## src/rtl/skf_pkg.sv

```systemverilog
// ----------------------------------------------------------------------------
// skf_pkg
// shared types, widths and constants of the scalar kalman filter
// ----------------------------------------------------------------------------
package skf_pkg;

    localparam int FRAC_BITS  = 16;
    localparam int GAIN_BITS  = 16;
    localparam int DATA_W     = 32;
    localparam int GAIN_W     = GAIN_BITS + 1;
    localparam int DIFF_W     = DATA_W + 1;
    localparam int DENOM_W    = DATA_W + 1;
    localparam int REM_W      = DATA_W + 2;
    localparam int EPROD_W    = DIFF_W + GAIN_W + 1;
    localparam int CPROD_W    = DATA_W + GAIN_W;
    localparam int EST_W      = DATA_W + 4;
    localparam int CNT_W      = 5;
    localparam int OUT_BITS   = 2 * DATA_W + GAIN_W;
    localparam int OUT_DATA_W = ((OUT_BITS + 7) / 8) * 8;

    // covariance after reset: 1000.0 in fixed point, saturated to 32 bits
    localparam logic [63:0] COV_RESET_WIDE = 64'd1000 << FRAC_BITS;
    localparam logic [DATA_W-1:0] COV_RESET =
        (COV_RESET_WIDE > 64'hFFFF_FFFF) ? {DATA_W{1'b1}} : COV_RESET_WIDE[DATA_W-1:0];

    localparam logic [DATA_W-1:0] PROCESS_NOISE_RESET = 32'd6554;
    localparam logic [DATA_W-1:0] MEASURE_NOISE_RESET = 32'd32768;

    localparam logic [GAIN_W-1:0] GAIN_ONE = GAIN_W'(1) << GAIN_BITS;
    localparam logic [CNT_W-1:0]  DIV_STEPS_LAST = CNT_W'(GAIN_BITS);

    // configuration register indexes
    localparam logic REG_PROCESS_NOISE = 1'b0;
    localparam logic REG_MEASURE_NOISE = 1'b1;

    typedef enum logic [2:0] {
        ST_IDLE,
        ST_PREP,
        ST_DIV,
        ST_MULT,
        ST_WRITE
    } state_t;

    typedef struct packed {
        logic load;
        logic prep;
        logic div_step;
        logic mult;
        logic finish;
    } skf_cmd_t;

    typedef struct packed {
        logic div_last;
        logic out_free;
    } skf_status_t;

endpackage

```

## src/rtl/skf_ctrl.sv

```systemverilog
// ----------------------------------------------------------------------------
// skf_ctrl
// sequencer for one filter step: prepare, divide, multiply, write back
// ----------------------------------------------------------------------------
module skf_ctrl (
    input  logic                clk,
    input  logic                rst_n,
    input  logic                s_tvalid,
    output logic                s_tready,
    input  skf_pkg::skf_status_t status,
    output skf_pkg::skf_cmd_t   cmd
);
    import skf_pkg::*;

    state_t state_reg;
    state_t state_next;

    always_ff @(posedge clk or negedge rst_n)
    begin
        if (!rst_n)
        begin
            state_reg <= ST_IDLE;
        end
        else
        begin
            state_reg <= state_next;
        end
    end

    always_comb
    begin
        state_next = state_reg;
        unique case (state_reg)
            ST_IDLE:
            begin
                if (s_tvalid)
                begin
                    state_next = ST_PREP;
                end
            end
            ST_PREP:
            begin
                state_next = ST_DIV;
            end
            ST_DIV:
            begin
                if (status.div_last)
                begin
                    state_next = ST_MULT;
                end
            end
            ST_MULT:
            begin
                state_next = ST_WRITE;
            end
            ST_WRITE:
            begin
                if (status.out_free)
                begin
                    state_next = ST_IDLE;
                end
            end
            default:
            begin
                state_next = ST_IDLE;
            end
        endcase
    end

    always_comb
    begin
        cmd      = '0;
        s_tready = 1'b0;
        unique case (state_reg)
            ST_IDLE:
            begin
                s_tready = 1'b1;
                cmd.load = s_tvalid;
            end
            ST_PREP:
            begin
                cmd.prep = 1'b1;
            end
            ST_DIV:
            begin
                cmd.div_step = 1'b1;
            end
            ST_MULT:
            begin
                cmd.mult = 1'b1;
            end
            ST_WRITE:
            begin
                cmd.finish = status.out_free;
            end
            default:
            begin
                cmd = '0;
            end
        endcase
    end

endmodule

```

## config.mk

```make
export PLATFORM = sky130hd
export DESIGN_NAME = skf_ctrl
export DESIGN_NICKNAME = d
export VERILOG_FILES = /design/src/rtl/skf_pkg.sv /design/src/rtl/skf_ctrl.sv
export SDC_FILE = /design/constraint.sdc
export NUM_CORES = 1
export LEC_CHECK = 0
export BUFFER_PORTS_ARGS = -buffer_cell sky130_fd_sc_hd__buf_2
export CAP_MARGIN = 10
export CORE_AREA = 3 3 40 42
export CTS_CLUSTER_SIZE = 25
export DETAILED_ROUTE_END_ITERATION = 10
export DIE_AREA = 0 0 43 45
export GPL_ROUTABILITY_DRIVEN = 0
export RECOVER_POWER = 25
export SYNTH_ARGS = -nofsm -noshare
export SYNTH_HDL_FRONTEND = slang
export SYNTH_SLANG_ARGS = --single-unit
```

## constraint.sdc

```tcl
create_clock -name clk -period 1.05 [get_ports clk]
set_clock_uncertainty 0.15 [all_clocks]
set_input_delay 0.1575 -clock clk [delete_from_list [all_inputs] [get_ports clk]]
set_output_delay 0.1575 -clock clk [all_outputs]
set_load 0.1 [all_outputs]
```

Word-level counts from Yosys, hierarchy flattened:

Index checks and enable logic that the tools add are counted.

* word-level logic and storage cells: 20
* bits in registers: 3
* bits of input ports: 5

* reduce and logical (&&, ||, !) cells: 2
* eq/ne operators: 7
* muxes and demuxes: 10

Operators with widths (number)
* 3-bit one-hot mux with 5 select lines: 1
* 3-bit two-way mux: 3
* 3-bit by 2-bit == test with 1-bit output, second input constant: 2
* 1-bit two-way mux: 6
* 2-bit != test, second input constant: 3
* 3-bit by 1-bit == test with 1-bit output, second input constant: 1
* 3-bit == test, second input constant: 1
* 3-bit logical NOT: 1
* 3-bit AND reduction: 1

Longest topological paths before layout:

* word-level depth: 3
* depth in mapped cells: 3

Worst setup path after synthesis:

No wires, ideal clock.

* path type: register -> output
* start: register state_reg[1]
* end: output port cmd[4] (netlist bit)
* required time: 0.742 ns
* path slack: -2.820 ns
* arrival time: 3.562 ns
* stages on the path, launching flop included: 4
* path through: dfrtp_1 -> buf_2 -> nor3_1 -> and2_1

RTL lines
* from (decl): line skf_ctrl.sv:15 `state_t state_reg;`
* from (signal assigned): line skf_ctrl.sv:26 `state_reg <= state_next;`
* to (decl): line skf_ctrl.sv:11 `output skf_pkg::skf_cmd_t cmd`

==> results.txt <==
Post-Syn Area -> 181 um2
H-tree depth -> 1
first-pass GRT wire length -> 952 um
via/cell ratio -> 3.85
Seq/Total Area, Yosys -> 41.4%
crit path launch type -> flop
synthesis-to-finish area growth -> 155%
maximum clock rate -> 0.645 GHz
Port Buffers -> 10
pin count of the biggest net entering global routing -> 8
Slew Limit Fails -> 0
total gr overflow -> 0
Max Cap Violations -> 0
Clock Latency Late Sink -> 230 ps
final net count -> 44
failing checks -> negative setup slack
Crit Path Category -> reg2out
Antenna Nets Post-Route -> 0
Max FO, Critical Path -> 7
vias in the first global route -> 245
Worst Tran Pin Value -> 230 ps
first-pass detailed-route iteration total -> 1
most frequent cells in the layout -> buf_12 (6), buf_4 (4)
placed wire-length estimate -> 371 um
max FFs per register -> 3
Final Hold Fails -> 0
clock sink total -> 3
Rows -> 13
CP bufs+invs -> 1
Setup Viol. Count Final -> 9
Rel. slew slack -> 84.4%
DR WL/cell -> 10.9 um
Worst EP arrival -> 1240 ps
clk slew on worst S/H paths -> 40 ps
root buffer cell -> clkbuf_4
I/O Pins -> 11
HP Class -> in2reg
synth warn -> 0
clk buf depth -> 2
via count -> 204
number of antenna violations at the first check in global routing -> 0
Synth cell types -> 13
die area -> 0.00194 mm2
CTS tree -> done
share of layout cells above drive strength 1 -> 78.9%
RSZ-0062 raised after global routing -> true
starting density of the core -> 14.1%
Final min period -> 1550 ps
Residual DRC -> 0
Worst Setup End Kind -> output port
Post-Syn Instances -> 19
post-route clock period utilization -> 148%
Syn Nets -> 24
area of the core -> 0.00128 mm2
Worst path top cell family by delay -> flip-flops
crit-path max cell delay -> 460 ps
GRT Resource Usage Total -> 7.27%
Die X -> 43 um
post-route setup slack -> -500 ps
diode count -> 0
leading cell type in the layout, fill and taps excluded -> buf_12
crit path cell chain -> nor3_4 -> and2_4 -> buf_12
Worst path slowest cell -> dfrtp_2
status -> finished with violations
DR iter-0 viols -> 0
DIE HEIGHT -> 45 um
Num CTS Buffers -> 3
Syn Area/Cell -> 9.55 um2
drt total wl -> 578 um
Worst EP required -> 740 ps
Min Hold Slack -> 97.4 ps
#FFs+latches synth -> 3
-- tightest hold or removal path, stage by stage --
cell and delay (ps):
buf_2 80, mux2i_1 60, nor3_1 130
-- per-stage QoR --
| stage | cell area, um2 | instances | setup WS (ps) | utilization, % | setup TNS, ps |
|---|---|---|---|---|---|
| detailed placement | 382 | 45 | -293 | 29.7 | -1900 |
| global route | 463 | 53 | -542 | 36.0 | -3740 |
| global placement | 382 | 45 | -262 | 29.7 | -1710 |
| floorplan | 235 | 19 | -1060 | - | -4810 |
| finish | 463 | 53 | -500 | 36.0 | -3310 |
| CTS | 435 | 51 | -521 | 33.9 | -3230 |
-- path summary, 6_finish.rpt --
path	cells past startpoint	end	from	slack, ps
setup / recovery	3	cmd[4]	state_reg[1]	-500
hold / removal	3	state_reg[0]	status[1]	100
setup reg to reg	4	state_reg[2]	state_reg[0]	-300
hold reg to reg	2	state_reg[1]	state_reg[2]	520
max in group asynchronous	2	state_reg[0]	rst_n	470
min in group asynchronous	2	state_reg[2]	rst_n	120
-- repair_timing --
item / 4_1_cts / 5_1_grt
hold buffers: 1 / 0
buffers inserted: 1 / 2
endpoints found under the setup margin: 9 / 9
endpoints found under the hold margin: 3 / 0
gates resized for setup: 4 / 3
pin swaps: 1 / 3
-- cell type report --
class                      count  area, um2
sequential                     3       78.8
fill                         133        822
timing repair buffer          18        213
tap                           15       18.8
multi-input combinational     13        126
clock buffer                   4       26.3
-- Yosys cell counts --
cell     n  area (um2)
dfrtp_1  3        75.1
nor3_1   3        15.0
buf_4    2        15.0
nor3b_1  2        15.0
and2_1   1        6.26
and3b_1  1        8.76
buf_2    1        5.00
mux2i_1  1        10.0
nand2_1  1        3.75
nor2_1   1        3.75
nor4b_1  1        8.76
or2_1    1        6.26
xnor2_1  1        8.76
-- logic make-up after synthesis --
group	share of synthesized area (%)
simple gates	37.2
flops	41.4
buf+inv	11.0
xor+xnor	4.83
mux	5.52
-- layer usage --
layer / track usage (%) / routed length, um / vias to the layer above
li1: - / - / 101
met1: 6.08 / 208 / 92
met2: 10.5 / 282 / 11
met3: 4.78 / 87 / 0
met4: 9.04 / 0 / 0
met5: 0 / 0 / -
Power is left out: the tool's default activity adds up to more than one toggle a clock period on the data nets, which glitch-free logic cannot reach.
