--- config.mk ---
export PLATFORM = sky130hd
export DESIGN_NAME = skf_datapath
export DESIGN_NICKNAME = d
export VERILOG_FILES = /design/src/rtl/skf_pkg.sv /design/src/rtl/skf_datapath.sv
export SDC_FILE = /design/constraint.sdc
export NUM_CORES = 2
export LEC_CHECK = 0
export BUFFER_PORTS_ARGS = -buffer_cell sky130_fd_sc_hd__buf_2
export CORE_MARGIN = 4
export CORE_UTILIZATION = 39
export CTS_BUF_LIST = sky130_fd_sc_hd__clkbuf_8
export CTS_CLUSTER_DIAMETER = 100
export DETAILED_ROUTE_END_ITERATION = 6
export PLACE_DENSITY = 0.61
export SLEW_MARGIN = 0
export SYNTH_ARGS = -nofsm -noshare
export SYNTH_HDL_FRONTEND = slang
export SYNTH_SLANG_ARGS = --single-unit
--- constraint.sdc ---
create_clock -name clk -period 24.8 [get_ports clk]
set_input_delay 4.96 -clock clk [delete_from_list [all_inputs] [get_ports clk]]
set_output_delay 4.96 -clock clk [all_outputs]
set_load 0.02 [all_outputs]
--- src/rtl/skf_pkg.sv ---
// ----------------------------------------------------------------------------
// skf_pkg
// shared types, widths and constants of the scalar kalman filter
// ----------------------------------------------------------------------------
package skf_pkg;

    localparam int FRAC_BITS  = 16;
    localparam int GAIN_BITS  = 16;
    localparam int DATA_W     = 32;
    localparam int GAIN_W     = GAIN_BITS + 1;
    localparam int DIFF_W     = DATA_W + 1;
    localparam int DENOM_W    = DATA_W + 1;
    localparam int REM_W      = DATA_W + 2;
    localparam int EPROD_W    = DIFF_W + GAIN_W + 1;
    localparam int CPROD_W    = DATA_W + GAIN_W;
    localparam int EST_W      = DATA_W + 4;
    localparam int CNT_W      = 5;
    localparam int OUT_BITS   = 2 * DATA_W + GAIN_W;
    localparam int OUT_DATA_W = ((OUT_BITS + 7) / 8) * 8;

    // covariance after reset: 1000.0 in fixed point, saturated to 32 bits
    localparam logic [63:0] COV_RESET_WIDE = 64'd1000 << FRAC_BITS;
    localparam logic [DATA_W-1:0] COV_RESET =
        (COV_RESET_WIDE > 64'hFFFF_FFFF) ? {DATA_W{1'b1}} : COV_RESET_WIDE[DATA_W-1:0];

    localparam logic [DATA_W-1:0] PROCESS_NOISE_RESET = 32'd6554;
    localparam logic [DATA_W-1:0] MEASURE_NOISE_RESET = 32'd32768;

    localparam logic [GAIN_W-1:0] GAIN_ONE = GAIN_W'(1) << GAIN_BITS;
    localparam logic [CNT_W-1:0]  DIV_STEPS_LAST = CNT_W'(GAIN_BITS);

    // configuration register indexes
    localparam logic REG_PROCESS_NOISE = 1'b0;
    localparam logic REG_MEASURE_NOISE = 1'b1;

    typedef enum logic [2:0] {
        ST_IDLE,
        ST_PREP,
        ST_DIV,
        ST_MULT,
        ST_WRITE
    } state_t;

    typedef struct packed {
        logic load;
        logic prep;
        logic div_step;
        logic mult;
        logic finish;
    } skf_cmd_t;

    typedef struct packed {
        logic div_last;
        logic out_free;
    } skf_status_t;

endpackage

--- src/rtl/skf_datapath.sv ---
// ----------------------------------------------------------------------------
// skf_datapath
// filter state, config registers, restoring gain divider, products, output
// ----------------------------------------------------------------------------
module skf_datapath (
    input  logic                          clk,
    input  logic                          rst_n,
    input  logic                          cfg_we,
    input  logic                          cfg_index,
    input  logic [skf_pkg::DATA_W-1:0]    cfg_data,
    input  logic [skf_pkg::DATA_W-1:0]    sample,
    input  skf_pkg::skf_cmd_t             cmd,
    output skf_pkg::skf_status_t          status,
    output logic                          m_tvalid,
    input  logic                          m_tready,
    output logic [skf_pkg::OUT_DATA_W-1:0] m_tdata
);
    import skf_pkg::*;

    logic [DATA_W-1:0]  process_noise_reg;
    logic [DATA_W-1:0]  measure_noise_reg;
    logic [DATA_W-1:0]  est_reg;
    logic [DATA_W-1:0]  cov_reg;

    logic [DATA_W-1:0]  sample_reg;
    logic [DATA_W-1:0]  pred_reg;
    logic [DATA_W-1:0]  pmid_reg;
    logic [DENOM_W-1:0] denom_reg;
    logic               denom_zero_reg;
    logic [DIFF_W-1:0]  diff_reg;
    logic [REM_W-1:0]   rem_reg;
    logic [GAIN_W-1:0]  quot_reg;
    logic [CNT_W-1:0]   cnt_reg;
    logic [GAIN_W-1:0]  gain_reg;
    logic [EPROD_W-1:0] eprod_reg;
    logic [CPROD_W-1:0] cprod_reg;

    logic               out_valid_reg;
    logic [DATA_W-1:0]  out_est_reg;
    logic [DATA_W-1:0]  out_pred_reg;
    logic [GAIN_W-1:0]  out_gain_reg;

    logic [DATA_W:0]    pmid_sum;
    logic [DATA_W-1:0]  pmid_next;
    logic               div_ge;
    logic [REM_W-1:0]   div_sub;
    logic [GAIN_W-1:0]  gain_next;
    logic [EPROD_W-1:0] eprod_next;
    logic [CPROD_W-1:0] cprod_next;
    logic [EPROD_W-1:0] eprod_round;
    logic [EST_W-1:0]   est_delta;
    logic [EST_W-1:0]   est_wide;
    logic [DATA_W-1:0]  est_next;
    logic [CPROD_W-1:0] cprod_round;
    logic [DATA_W:0]    cov_wide;
    logic [DATA_W-1:0]  cov_next;

    // predicted covariance, saturating
    assign pmid_sum  = {1'b0, cov_reg} + {1'b0, process_noise_reg};
    assign pmid_next = pmid_sum[DATA_W] ? {DATA_W{1'b1}} : pmid_sum[DATA_W-1:0];

    // one restoring divide step per cycle, msb of the gain first
    assign div_ge  = rem_reg >= {1'b0, denom_reg};
    assign div_sub = div_ge ? (rem_reg - {1'b0, denom_reg}) : rem_reg;

    // zero divisor gives zero gain
    assign gain_next = denom_zero_reg ? '0 : quot_reg;

    assign eprod_next = EPROD_W'($signed(diff_reg) * $signed({1'b0, gain_next}));
    assign cprod_next = CPROD_W'(pmid_reg * (GAIN_ONE - gain_next));

    // estimate: prediction plus rounded correction, clamped to 32 bits
    assign eprod_round = eprod_reg + EPROD_W'(1 << (GAIN_BITS - 1));
    assign est_delta   = EST_W'($signed(eprod_round) >>> GAIN_BITS);
    assign est_wide    = {{(EST_W-DATA_W){pred_reg[DATA_W-1]}}, pred_reg} + est_delta;

    always_comb
    begin
        if ($signed(est_wide) > $signed(EST_W'({1'b0, {(DATA_W-1){1'b1}}})))
        begin
            est_next = {1'b0, {(DATA_W-1){1'b1}}};
        end
        else if ($signed(est_wide) < $signed({{(EST_W-DATA_W+1){1'b1}}, {(DATA_W-1){1'b0}}}))
        begin
            est_next = {1'b1, {(DATA_W-1){1'b0}}};
        end
        else
        begin
            est_next = est_wide[DATA_W-1:0];
        end
    end

    // covariance shrinks by one minus gain, rounded, saturating
    assign cprod_round = cprod_reg + CPROD_W'(1 << (GAIN_BITS - 1));
    assign cov_wide    = cprod_round[GAIN_BITS +: DATA_W + 1];
    assign cov_next    = cov_wide[DATA_W] ? {DATA_W{1'b1}} : cov_wide[DATA_W-1:0];

    always_ff @(posedge clk or negedge rst_n)
    begin
        if (!rst_n)
        begin
            process_noise_reg <= PROCESS_NOISE_RESET;
            measure_noise_reg <= MEASURE_NOISE_RESET;
            est_reg           <= '0;
            cov_reg           <= COV_RESET;
            out_valid_reg     <= 1'b0;
            cnt_reg           <= '0;
        end
        else
        begin
            if (cfg_we)
            begin
                unique case (cfg_index)
                    REG_PROCESS_NOISE: process_noise_reg <= cfg_data;
                    REG_MEASURE_NOISE: measure_noise_reg <= cfg_data;
                    default:           process_noise_reg <= process_noise_reg;
                endcase
            end
            if (cmd.prep)
            begin
                cnt_reg <= DIV_STEPS_LAST;
            end
            else if (cmd.div_step)
            begin
                cnt_reg <= cnt_reg - CNT_W'(1);
            end
            if (cmd.finish)
            begin
                est_reg       <= est_next;
                cov_reg       <= cov_next;
                out_valid_reg <= 1'b1;
            end
            else if (m_tready)
            begin
                out_valid_reg <= 1'b0;
            end
        end
    end

    always_ff @(posedge clk)
    begin
        if (cmd.load)
        begin
            sample_reg <= sample;
            pred_reg   <= est_reg;
            pmid_reg   <= pmid_next;
        end
        if (cmd.prep)
        begin
            denom_reg      <= {1'b0, pmid_reg} + {1'b0, measure_noise_reg};
            denom_zero_reg <= (pmid_reg == '0) && (measure_noise_reg == '0);
            rem_reg        <= {2'b00, pmid_reg};
            quot_reg       <= '0;
            diff_reg       <= {sample_reg[DATA_W-1], sample_reg} - {pred_reg[DATA_W-1], pred_reg};
        end
        if (cmd.div_step)
        begin
            quot_reg <= {quot_reg[GAIN_W-2:0], div_ge};
            rem_reg  <= {div_sub[REM_W-2:0], 1'b0};
        end
        if (cmd.mult)
        begin
            gain_reg  <= gain_next;
            eprod_reg <= eprod_next;
        end
        if (cmd.mult)
        begin
            cprod_reg <= cprod_next;
        end
        if (cmd.finish)
        begin
            out_est_reg  <= est_next;
            out_pred_reg <= pred_reg;
            out_gain_reg <= gain_reg;
        end
    end

    // cprod uses the gain registered in the same cycle, so take it from quotient path
    assign status.div_last = (cnt_reg == '0);
    assign status.out_free = !out_valid_reg || m_tready;

    assign m_tvalid = out_valid_reg;
    assign m_tdata  = {{(OUT_DATA_W-OUT_BITS){1'b0}}, out_gain_reg, out_pred_reg, out_est_reg};

endmodule

=== Word level (Yosys, flattened, before mapping) ===
Cells that the tools add are included.

* Output and inout bits: 91
* Register bits after elaboration: 546
* Bits of input ports: 74
* Logic and storage cells: 59

* Mux-type cells: 13
* Order comparisons: 3
* Reductions and logical operators: 10
* Add/sub/neg operators: 9
* Multipliers: 2
* Bitwise gates (word level): 1

{| class="wikitable"
|+ Operators by type and width
! operator !! count
|-
| two-way mux 32 bit || 3
|-
| two-way mux 34 bit || 2
|-
| adder 32 x 32 -> 33 bit || 2
|-
| logical NOT 32 bit || 2
|-
| adder 51 x 16 -> 51 bit, second input constant || 1
|-
| multiplier 33 x 18 -> 51 bit || 1
|-
| two-way mux 17 bit || 3
|-
| adder 49 x 16 -> 49 bit, second input constant || 1
|-
| multiplier 33 x 18 -> 49 bit || 1
|-
| adder 32 x 35 -> 36 bit || 1
|-
| greater-than comparator 36 x 32 -> 1 bit, second input constant || 1
|-
| less-than comparator 36 x 32 -> 1 bit, second input constant || 1
|-
| >= comparator 34 x 33 -> 1 bit || 1
|-
| two-way mux 33 bit || 1
|-
| subtractor 32 x 32 -> 33 bit || 1
|-
| subtractor 33 bit || 1
|-
| subtractor 17 x 17 -> 18 bit, first input constant || 1
|-
| two-way mux 5 bit || 2
|-
| logical NOT 5 bit || 1
|-
| subtractor 5 x 1 -> 5 bit, second input constant || 1
|-
| AND reduction 2 bit || 2
|-
| nonzero test 2 bit || 2
|-
| two-way mux 1 bit || 2
|-
| logical AND 1 bit || 1
|-
| other kinds (3) || 3
|}

=== Logic depth before layout (Yosys ltp) ===
* Word-level depth: 5
* Gate-level depth with buffers: 32
* Depth with buffers taken out: 29

=== Worst setup path after synthesis ===
OpenSTA, ideal clock, no wires.

* Path kind: input to output
* Start point: in m_tready
* End point: out status[0] (netlist name)
* Path slack: 14.656 ns
* Stages on the path: 1
* Arrival time: 5.184 ns
* Path through: nand2b_1

* Cells in the longest elaborated chain, start to end: 1

{| class="wikitable"
|+ RTL lines
! item !! RTL line !! source
|-
| start: declaration || skf_datapath.sv:15 || <nowiki>input logic m_tready,</nowiki>
|-
| logical OR 1 bit || skf_datapath.sv:180 || <nowiki>assign status.out_free = !out_valid_reg || m_tready;</nowiki>
|-
| end: declaration || skf_datapath.sv:13 || <nowiki>output skf_pkg::skf_status_t status,</nowiki>
|}

No other way between the ends.

==> results by group <==
Critical path
  – Critical setup path kind: input port to output pin
  – R2r worst-path depth: 30
  – Crit Reg-Reg Endpoint: cprod_reg[39]$_DFFE_PP_
  – Arrival time at the worst endpoint: between 5 and 6 ns
  – Endpoint required time on the critical path: 19.84 ns
  – Worst reg2reg startpoint: denom_zero_reg$_DFFE_PP_
  – Internal reg-to-reg setup slack: about 16 ns
  – Critical Path End Type: output pin
  – Maximum fanout encountered on the critical timing path: 2
  – Worst Setup Start Kind: input port

Timing
  – Setup tns final: 0 ns
  – Pin slew with the least headroom to its limit: approximately 1.3 ns
  – Final setup viols: 0
  – Max-slew violation count: 0
  – Final clock period utilization by the worst path: around two fifths
  – Clock period minus final worst setup slack: roughly 10 ns
  – Relative slew slack: between 10% and 20%
  – Number of hold violations in the final report: 0
  – Max Fclk: 97.0 MHz
  – Setup repair after global routing missed its margin: no
  – Clock Skews: slightly below 0.09 ns

Placed design
  – Gpl congestion: just under 0.9
  – Post-place instance area: between 60000 and 70000 sq um
  – Total of buffers placed on input and output ports: about 160
  – Hpwl dp: between 100000 and 150000 microns

Clock tree
  – Clock root buffer master: sky130_fd_sc_hd__clkbuf_8
  – CTS Buffer Depth: 3
  – Number of buffers created by CTS: 96
  – CTS resizes: 0
  – Number of levels in the clock H-tree: 3
  – Clock tree from TritonCTS: yes
  – Hold bufs inserted after CTS: 0
  – Post-CTS Repair Setup Buffers: 0
  – Clock latency reported for the late side of the worst-skew pair: between 0.8 and 0.9 ns
  – Clock Pin Slew Worst Setup and Hold Paths: around 0.05 ns
  – CTS Sinks: around 520

Synth
  – Synth Instances: 6619
  – Combinational family with the most area after synthesis: adder cells
  – Post-synthesis compound-gate area fraction: 7.86%
  – Number of unique standard cell types used by synthesis: between 100 and 150
  – Async set-reset flop share out of synthesis: 26.0%
  – Post-Syn Area: ~64000 sq um
  – Number of warning messages in the yosys log: 0
  – Adder-cell share of the synthesized area: 40.0%
  – Parity-gate share of the synthesized area counting xor and xnor cells: under 10%
  – Leading register cell type out of synthesis: sky130_fd_sc_hd__edfxtp_1
  – Register bit total from synthesis: around 520
  – Simple-gate portion of the synthesized area: between 10 and 15%
  – Synth Area per Inst: roughly 10 sq um
  – Share of cell area taken by muxes after synthesis: around 1.6%
  – Post-synthesis sequential area ratio: 23.0%
  – Post-synth EDFFs: ~380

Floorplanning
  – Floorplan die width: approximately 410 microns
  – Initial Utilization: between 30% and 40%
  – Ports: about 170
  – Y dimension of the die: 414 microns
  – Standard-cell row count: between 100 and 150
  – Area of the core: 163000 sq um
  – Die area: 172000 sq um

Routing
  – DR vias: between 40000 and 50000
  – Average via count per standard cell: 5.15
  – DRC violation total after the first TritonRoute iteration: 2925
  – Pre-Repair DR Iteration Count: 6
  – Total detailed-routing wirelength: ~170000 microns
  – DR WL/cell: a little under 20 microns
  – DRC violations left: 0
  – Number of nets still failing antenna checks after routing: 0

Final layout
  – Flip-flop count of the largest register after layout: 36
  – Area grow syn2layout: 8.17%
  – Footprint of the multi-input gates: 43700 sq um
  – Count of filler cells inserted in the layout: between 15000 and 20000
  – Layout cells sized above 1: under 10%
  – FF/Latch Area: ~15000 sq um
  – Final net count: 8194
  – Most common cell after layout, fill and taps aside: sky130_fd_sc_hd__inv_1
  – Post-route cell area: just under 70000 sq um
  – End-of-flow core utilization: 42.6%
  – Top library cells by usage in the layout, fill and taps aside: sky130_fd_sc_hd__inv_1 (1326), sky130_fd_sc_hd__fa_1 (1018), sky130_fd_sc_hd__nand2_1 (907), sky130_fd_sc_hd__ha_1 (431), sky130_fd_sc_hd__and2_1 (406)

Min path
  – Class of the most critical hold timing path: flop to flop
  – Endpoint of the worst hold-timing path: out_gain_reg[11]$_DFFE_PP_
  – Hold Path Origin: gain_reg[11]$_DFFE_PP_
  – Hold path cells: 0

GRT
  – GRT overflow: 0
  – Antenna violations before repair: 5
  – Via count of the first global-routing pass: 49100
  – Total GRT Usage: 20.3%
  – Maximum number of pins on one net before global-route repair: 99
  – Global-route wire length before repair: around 280000 microns

Run
  – Max-capacitance violation count: 0

Run status
  – Run status: finished, final reports clean
## final cells by class
type                    count  share of cell area, %
diodes                      4                 0.0144
clock buffers             111                   2.19
clock inverters            69                  0.766
inverters                1300                   7.01
multi-input cells        4521                   62.8
flip-flops and latches    516                   21.3
well taps                2175                   3.91
repair buffers            236                   2.01
## worst max-delay path, stage by stage
cell and delay [ns]:
sky130_fd_sc_hd__buf_2 0.09, sky130_fd_sc_hd__nand2b_1 0.14, sky130_fd_sc_hd__buf_2 0.16
## how the worst max path moves through the flow
stage	slack [ns]	endpoint	start	depth (start not counted)
6_report	14.49	status[0]	m_tready	3
3_5_place_dp	14.48	status[0]	m_tready	3
3_3_place_gp	14.48	status[0]	m_tready	3
2_1_floorplan	14.66	status[0]	m_tready	1
4_1_cts	14.48	status[0]	m_tready	3
5_1_grt	14.47	status[0]	m_tready	3
## synth_stat cells (8+ instances only)
cell type | number | area share [%]
sky130_fd_sc_hd__a21oi_1 | 220 | 1.7
sky130_fd_sc_hd__clkbuf_1 | 238 | 1.4
sky130_fd_sc_hd__a31oi_1 | 27 | 0.26
sky130_fd_sc_hd__inv_1 | 1298 | 7.6
sky130_fd_sc_hd__and3_1 | 34 | 0.33
sky130_fd_sc_hd__o211ai_1 | 16 | 0.19
sky130_fd_sc_hd__a211oi_1 | 31 | 0.36
sky130_fd_sc_hd__fa_1 | 1018 | 32
sky130_fd_sc_hd__or2_2 | 14 | 0.14
sky130_fd_sc_hd__o31ai_1 | 19 | 0.22
sky130_fd_sc_hd__a211o_1 | 14 | 0.19
sky130_fd_sc_hd__dfstp_2 | 14 | 0.57
sky130_fd_sc_hd__and2_1 | 406 | 3.9
sky130_fd_sc_hd__buf_4 | 10 | 0.12
sky130_fd_sc_hd__a21boi_0 | 14 | 0.16
sky130_fd_sc_hd__xnor2_1 | 170 | 2.3
sky130_fd_sc_hd__o21ai_1 | 10 | 0.078
sky130_fd_sc_hd__mux2i_1 | 13 | 0.20
sky130_fd_sc_hd__edfxtp_1 | 381 | 18
sky130_fd_sc_hd__nand2b_1 | 29 | 0.28
sky130_fd_sc_hd__o21ai_0 | 134 | 1.0
sky130_fd_sc_hd__nor3_1 | 54 | 0.42
sky130_fd_sc_hd__o21bai_1 | 30 | 0.35
sky130_fd_sc_hd__dfrtp_1 | 120 | 4.7
sky130_fd_sc_hd__buf_1 | 14 | 0.082
sky130_fd_sc_hd__ha_1 | 431 | 8.4
sky130_fd_sc_hd__or2_1 | 8 | 0.078
sky130_fd_sc_hd__buf_2 | 26 | 0.20
sky130_fd_sc_hd__nor2b_1 | 53 | 0.52
sky130_fd_sc_hd__or3_1 | 9 | 0.087
sky130_fd_sc_hd__a21o_1 | 96 | 1.1
sky130_fd_sc_hd__nor4_1 | 28 | 0.27
sky130_fd_sc_hd__xor2_1 | 100 | 1.4
sky130_fd_sc_hd__nand4_1 | 37 | 0.36
sky130_fd_sc_hd__nor2_1 | 225 | 1.3
sky130_fd_sc_hd__mux2_2 | 77 | 1.3
sky130_fd_sc_hd__o21a_1 | 42 | 0.49
sky130_fd_sc_hd__nand3_1 | 99 | 0.77
sky130_fd_sc_hd__and4_1 | 9 | 0.12
sky130_fd_sc_hd__nand2_1 | 907 | 5.3
sky130_fd_sc_hd__o221ai_1 | 15 | 0.20
## stage by stage
stage | worst slack, ns | instances | hold slack [ns]
after CTS | 14.48 | 8928 | 0.414
after floorplan | 14.66 | 6625 | 0.400
final | 14.49 | 8932 | 0.416
after detailed placement | 14.48 | 8748 | 0.405
after global routing | 14.47 | 8931 | 0.420
after global placement | 14.48 | 8748 | 0.402
## layer usage
metal,routed length (microns),track usage [%],up-vias
met5,7,0,-
met4,8240,8.67,2
met3,8630,2.82,363
met2,84300,34.6,1221
met1,71600,25.9,23500
li1,-,-,20900
## cell families after synthesis
logic type | Yosys count
AND/OR/NAND/NOR | 1943
buffers and inverters | 1588
adder cells (fa/ha/maj) | 1449
AO/OA/AOI/OAI | 760
flip-flops | 516
XOR/XNOR | 271
multiplexers | 91
other | 1
Power is left out: the tool's default activity adds up to more than one toggle a clock period on the data nets, which glitch-free logic cannot reach.
